==> config.mk <==
export PLATFORM = sky130hd
export DESIGN_NAME = hhq_map
export DESIGN_NICKNAME = d
export VERILOG_FILES = /design/src/hdl/hhq_pkg.sv /design/src/hdl/hhq_map.sv
export SDC_FILE = /design/constraint.sdc
export NUM_CORES = 1
export LEC_CHECK = 0
export ABC_AREA = 1
export BUFFER_PORTS_ARGS = -buffer_cell sky130_fd_sc_hd__clkbuf_2
export CAP_MARGIN = 20
export CORE_MARGIN = 4
export CORE_UTILIZATION = 60
export CTS_CLUSTER_SIZE = 20
export DETAILED_ROUTE_END_ITERATION = 8
export GPL_TIMING_DRIVEN = 0
export PLACE_DENSITY = 0.83
export SETUP_SLACK_MARGIN = 0.02
export SKIP_CTS_REPAIR_TIMING = 1
export SYNTH_ARGS = -nofsm -noshare
export SYNTH_HDL_FRONTEND = slang
export SYNTH_SLANG_ARGS = --single-unit
==> constraint.sdc <==
create_clock -name i_clk -period 4.6 [get_ports i_clk]
set_input_delay 0.92 -clock i_clk [delete_from_list [all_inputs] [get_ports i_clk]]
set_output_delay 0.92 -clock i_clk [all_outputs]
set_load 0.05 [all_outputs]
==> src/hdl/hhq_pkg.sv <==
package hhq_pkg;

    // default geometry
    localparam int GRID_SIDE_DEF    = 512;
    localparam int TERRAIN_SIZE_DEF = 1024;
    localparam int FRAC_BITS_DEF    = 10;

    // field widths
    localparam int STORE_AW   = 18;
    localparam int SAMPLE_W   = 16;
    localparam int COORD_W    = 16;
    localparam int HEIGHT_W   = 24;
    localparam int MAXH_W     = 8;
    localparam int CFG_IDX_W  = 2;
    localparam int CFG_DATA_W = 16;

    // register indexes
    localparam logic [CFG_IDX_W-1:0] CFG_ORIGIN_X   = 2'd0;
    localparam logic [CFG_IDX_W-1:0] CFG_ORIGIN_Z   = 2'd1;
    localparam logic [CFG_IDX_W-1:0] CFG_MAX_HEIGHT = 2'd2;

    localparam logic [MAXH_W-1:0] MAX_HEIGHT_RST = 8'd100;

    // action codes
    localparam logic ACT_WRITE = 1'b0;
    localparam logic ACT_QUERY = 1'b1;

    // one item travelling down the pipeline
    typedef struct packed {
        logic                valid;
        logic                query;
        logic [STORE_AW-1:0] index;
        logic [SAMPLE_W-1:0] value;
    } t_item;

    // one result word leaving the datapath
    typedef struct packed {
        logic                valid;
        logic [HEIGHT_W-1:0] height;
        logic                in_range;
    } t_res;

    // bits of the fixed-point grid coordinate (cell and fraction)
    function automatic int quot_w(input int side, input int frac);
        return $clog2(((side - 1) << frac) + 1);
    endfunction

endpackage

==> src/hdl/hhq_map.sv <==
module hhq_map #(
    parameter int GRID_SIDE    = hhq_pkg::GRID_SIDE_DEF,
    parameter int TERRAIN_SIZE = hhq_pkg::TERRAIN_SIZE_DEF,
    parameter int FRAC_BITS    = hhq_pkg::FRAC_BITS_DEF,
    localparam int QW = hhq_pkg::quot_w(GRID_SIDE, FRAC_BITS)
) (
    input  logic                               i_clk,
    input  logic                               i_rst_n,
    input  logic                               i_adv,
    input  hhq_pkg::t_item                     i_item,
    input  logic signed [hhq_pkg::COORD_W-1:0] i_world_x,
    input  logic signed [hhq_pkg::COORD_W-1:0] i_world_z,
    input  logic signed [hhq_pkg::COORD_W-1:0] i_org_x,
    input  logic signed [hhq_pkg::COORD_W-1:0] i_org_z,
    output hhq_pkg::t_item                     o_item,
    output logic                               o_inr,
    output logic [QW-1:0]                      o_qx,
    output logic [QW-1:0]                      o_qz
);
    import hhq_pkg::*;

    localparam int NL = 2;                       // x lane, z lane
    localparam int NS = 2;                       // offset stage, scale stage
    localparam int OW = COORD_W + 1;
    localparam int SH = 2 * $clog2(TERRAIN_SIZE);
    localparam int XW = SH + QW + 1;
    // (side-1) * 2^frac / size as a fixed-point reciprocal, rounded up; since
    // 2^SH >= size^2 the floor is exact for every offset below the terrain size
    localparam longint        K_L   = longint'(GRID_SIDE - 1) << FRAC_BITS;
    localparam logic [XW-1:0] K_REC = XW'(((K_L << SH) + TERRAIN_SIZE - 1) / TERRAIN_SIZE);

    t_item                r_it  [NS];
    logic                 r_inr;
    logic signed [OW-1:0] r_off [NL];
    logic signed [OW-1:0] n_off [NL];
    logic [XW-1:0]        r_p   [NL];
    logic [XW-1:0]        n_p   [NL];
    logic                 n_ok  [NL];

    always_comb begin
        n_off[0] = {i_world_x[COORD_W-1], i_world_x} - {i_org_x[COORD_W-1], i_org_x};
        n_off[1] = {i_world_z[COORD_W-1], i_world_z} - {i_org_z[COORD_W-1], i_org_z};
        for (int l = 0; l < NL; l++) begin
            // inside the grid exactly when 0 <= offset < terrain size
            n_ok[l] = !r_off[l][OW-1] && ({1'b0, r_off[l][OW-2:0]} < OW'(TERRAIN_SIZE));
            // grid coordinate sits above bit SH of the scaled offset
            n_p[l]  = XW'(r_off[l][OW-2:0]) * K_REC;
        end
    end

    always_ff @(posedge i_clk) begin
        if (!i_rst_n) begin
            for (int s = 0; s < NS; s++) begin
                r_it[s].valid <= 1'b0;
            end
        end else if (i_adv) begin
            r_it[0] <= i_item;
            for (int s = 1; s < NS; s++) begin
                r_it[s] <= r_it[s-1];
            end
        end
    end

    always_ff @(posedge i_clk) begin
        if (i_adv) begin
            r_inr <= n_ok[0] && n_ok[1];
            for (int l = 0; l < NL; l++) begin
                r_off[l] <= n_off[l];
                r_p[l]   <= n_p[l];
            end
        end
    end

    assign o_item = r_it[NS-1];
    assign o_inr  = r_inr;
    assign o_qx   = r_p[0][SH +: QW];
    assign o_qz   = r_p[1][SH +: QW];

endmodule

==> impl_metrics.toml <==
[outcome]
outcome = "completed"

[die]
die_width_um = 155
design.core.area_um2 = 21200
die_area_um2 = 24000
initial_core_util_pct = 61.3
placementRows = 53
die_h_um = 155
i_o_pins = 178

[flow_run]
timing.max_cap.violations = 0

[detailed_routing]
drc_violation_count_after_routing = 0
drt-vias-per-instance = 4.93
detail_route.iter0.violations = 675
ant_nets = 0
routed_wl_um = 26400
drtPass1Iterations = 5
routed_wire_length_per_instance_um = 13.3
number_of_vias_in_the_routed_layout = 9759

[setup_path]
worstSetupPathType = "reg2reg"
setup_crit_start_kind = "flip-flop"
cp.arrival_ns = 4.52
r2r-start = "r_off[0][24]"
crit_fanout = 5
reg2reg_setup_slack_ns = 0.27
regToRegEndpoint = "r_p[0][37]"
worst_ep_required_time_ns = 4.79
worstSetupEndpointType = "flip-flop"
reg2reg_path_depth = 15

[logic_synthesis]
synth.cell_area_um2 = 13000
synth_most_common_cell = "sky130_fd_sc_hd__inv_1"
syn-instance-count = 1495
yosysSeqAreaShare_pct = 33.6
synthXorXnorAreaFrac_pct = 2.57
synth_top_family_by_area = "adder cells"
yosys_most_used_dff = "sky130_fd_sc_hd__edfxtp_1"
synth_mux_area_share_pct = 0
synth-compound-area-share_pct = 3.69
synthesized_nets = 1822
yosysWarningCount = 0
synth_seq_cells = 145
avgSynthCellArea_um2 = 8.67
synth_top_area_cell = "sky130_fd_sc_hd__edfxtp_1"
post_synth_main_area_contributors = "sky130_fd_sc_hd__edfxtp_1 34%, sky130_fd_sc_hd__fa_1 19%, sky130_fd_sc_hd__inv_1 12%, sky130_fd_sc_hd__ha_1 9.9%, sky130_fd_sc_hd__nand2_1 8.6%"
ys_types = 30
synth_top_area_share_pct = 33.6
yosys.area_share.adder_pct = 28.6
yosys.area_share.simple_pct = 16.7
synth_edf_count = 145
post_synth_most_frequent_cells = "431 x sky130_fd_sc_hd__inv_1, 298 x sky130_fd_sc_hd__nand2_1, 145 x sky130_fd_sc_hd__edfxtp_1, 129 x sky130_fd_sc_hd__nor2_1, 121 x sky130_fd_sc_hd__fa_1"
postSynth.asyncResetShare_pct = 0

[sta]
rsz0062_at_grt = "no"
setup_viol = 0
timing.fmax_ghz = 0.231
finalCriticalPeriod_ns = 4.33
worst_slew_pin_slew_ns = 0.560
hold_viol = 0
maxSlewHeadroom_pct = 62.7
timing.final.crit_share_pct = 94.2
whs_ns = 0.539
final_slew_viol_count = 0
final.setup_skew_ns = 0.0113
final.setup.worst_slack_ns = 0.268

[global_routing]
first_global_vias = 10000
grt_overflow = 0
grt_max_degree = 73
grt_usage_pct = 23.1
first_pass_grt_wire_length_um = 45400
antenna_violations_before_repair = 0

[finish]
count_of_nets_after_finishing = 2020
final_cell_area_um2 = 14900
areaGrowthSynthToFinish_pct = 14.7
number_of_diodes_added_for_antenna_fixing = 0
layout-drive-gt1-share_pct = 15.8

[clocking]
cts.reportedPaths.clkPinSlew_ns = 0.07
cts_tree = "yes"
cts_inserted_buffers = 17
clock_latency_ns = 0.44
clkSinkCount = 145
ctsHtreeMaxLevel = 4
clock_path_buffers = 2
clockRootBuffer = "sky130_fd_sc_hd__clkbuf_16"

[placement]
gp_congestion = 0.898
place_area_um2 = 14200
port-buffer-count = 177
dp.final_hpwl_um = 21600
post-place-ws_ns = 0.263

[hold_path]
timing.hold.worst.start = "r_it[0][29]"
min-delay-path-class = "reg2reg"
hold_path_end = "r_it[0][65]"
count_of_cells_along_the_worst_hold_path = 2
how the worst max path moves through the flow:
stage                       from    endpoint  cells after the start  slack (ns)
finish              r_off[0][24]  r_p[0][37]                     15        0.27
detailed placement  r_off[0][10]  r_p[0][18]                     16        0.26
floorplan           r_off[0][20]  r_p[0][33]                     17        0.58
CTS                 r_off[0][20]  r_p[0][38]                     16        0.26
global route        r_off[0][10]  r_p[0][18]                     16        0.02
global placement           i_adv  r_it[0][6]                      4       -0.93
sequential cells by signal, indices dropped and copies added (netlist names):
| register | cells |
|---|---|
| r_p | 38 |
| r_off | 34 |
| r_it | 72 |
| o_inr | 1 |
critical path, cell delays in order (launching register included):
cell and delay (ns):
sky130_fd_sc_hd__edfxtp_1 0.47, sky130_fd_sc_hd__fa_1 0.62, sky130_fd_sc_hd__inv_1 0.11, sky130_fd_sc_hd__fa_1 0.55, sky130_fd_sc_hd__inv_1 0.06, sky130_fd_sc_hd__fa_1 0.53, sky130_fd_sc_hd__inv_1 0.05, sky130_fd_sc_hd__fa_1 0.53
sky130_fd_sc_hd__inv_1 0.04, sky130_fd_sc_hd__ha_1 0.37, sky130_fd_sc_hd__a21oi_1 0.27, sky130_fd_sc_hd__nand2_1 0.12, sky130_fd_sc_hd__a21oi_1 0.19, sky130_fd_sc_hd__nand2_1 0.08, sky130_fd_sc_hd__nand2_1 0.06, sky130_fd_sc_hd__nand2_1 0.04
cells by family after synthesis:
group / Yosys count
AOI/OAI and AO/OA: 86
xor gates and xnor gates: 38
adders and majority gates: 224
buffers and inverters: 476
DFF: 145
and+or+nand+nor: 526
metal layers:
layer | part of all wire [%] | global-route usage (%)
met1 | 43 | 29.8
met2 | 50 | 39.8
met3 | 5.4 | 4.09
met4 | 2.4 | 7.32
met5 | 0 | 0
stage by stage:
step / TNS [ns] / utilization (%) / instances
2_1_floorplan: 0 / - / 1495
3_3_place_gp: -64.68 / 67.1 / 1947
3_5_place_dp: 0 / 67.3 / 1949
4_1_cts: 0 / 70.2 / 1981
5_1_grt: 0 / 70.2 / 1981
6_report: 0 / 70.2 / 1981
cell usage in the layout (no fill, tap or decap), types with 2 or more instances in the layout:
| master | synthesis | routed |
|---|---|---|
| sky130_fd_sc_hd__or2_1 | 2 | 2 |
| sky130_fd_sc_hd__nand3_1 | 57 | 57 |
| sky130_fd_sc_hd__nand4_1 | 18 | 18 |
| sky130_fd_sc_hd__xnor2_1 | 9 | 9 |
| sky130_fd_sc_hd__and2_1 | 4 | 4 |
| sky130_fd_sc_hd__xor2_1 | 29 | 29 |
| sky130_fd_sc_hd__o21a_1 | 2 | 2 |
| sky130_fd_sc_hd__a21o_1 | 3 | 3 |
| sky130_fd_sc_hd__nand2_1 | 298 | 298 |
| sky130_fd_sc_hd__nor2_1 | 129 | 127 |
| sky130_fd_sc_hd__clkbuf_2 | 0 | 176 |
| sky130_fd_sc_hd__ha_1 | 103 | 103 |
| sky130_fd_sc_hd__inv_2 | 1 | 2 |
| sky130_fd_sc_hd__edfxtp_1 | 145 | 145 |
| sky130_fd_sc_hd__nand2_2 | 6 | 6 |
| sky130_fd_sc_hd__a21oi_1 | 52 | 52 |
| sky130_fd_sc_hd__clkbuf_16 | 0 | 17 |
| sky130_fd_sc_hd__clkinv_8 | 0 | 6 |
| sky130_fd_sc_hd__clkbuf_1 | 8 | 8 |
| sky130_fd_sc_hd__fa_2 | 0 | 2 |
| sky130_fd_sc_hd__fa_1 | 121 | 119 |
| sky130_fd_sc_hd__nor3_2 | 2 | 2 |
| sky130_fd_sc_hd__inv_1 | 431 | 430 |
| sky130_fd_sc_hd__nor3_1 | 5 | 5 |
| sky130_fd_sc_hd__nor2_2 | 2 | 4 |
| sky130_fd_sc_hd__a21oi_2 | 3 | 3 |
| sky130_fd_sc_hd__o21ai_0 | 18 | 18 |
| sky130_fd_sc_hd__inv_8 | 0 | 4 |
| sky130_fd_sc_hd__buf_4 | 36 | 36 |
| sky130_fd_sc_hd__inv_6 | 0 | 4 |
| sky130_fd_sc_hd__o21ai_2 | 2 | 2 |
| sky130_fd_sc_hd__o21bai_1 | 5 | 5 |
layout make-up:
class / instances / area (µm²)
Buffer: 44 / 300
Clock buffer: 17 / 425
Clock inverter: 15 / 186
Fill cell: 1591 / 6290
Inverter: 432 / 1620
Multi-Input combinational cell: 874 / 6690
Sequential cell: 145 / 4350
Tap cell: 275 / 344
Timing Repair Buffer: 179 / 936
Power is left out: the tool's default activity adds up to more than one toggle a clock period on the data nets, which glitch-free logic cannot reach.
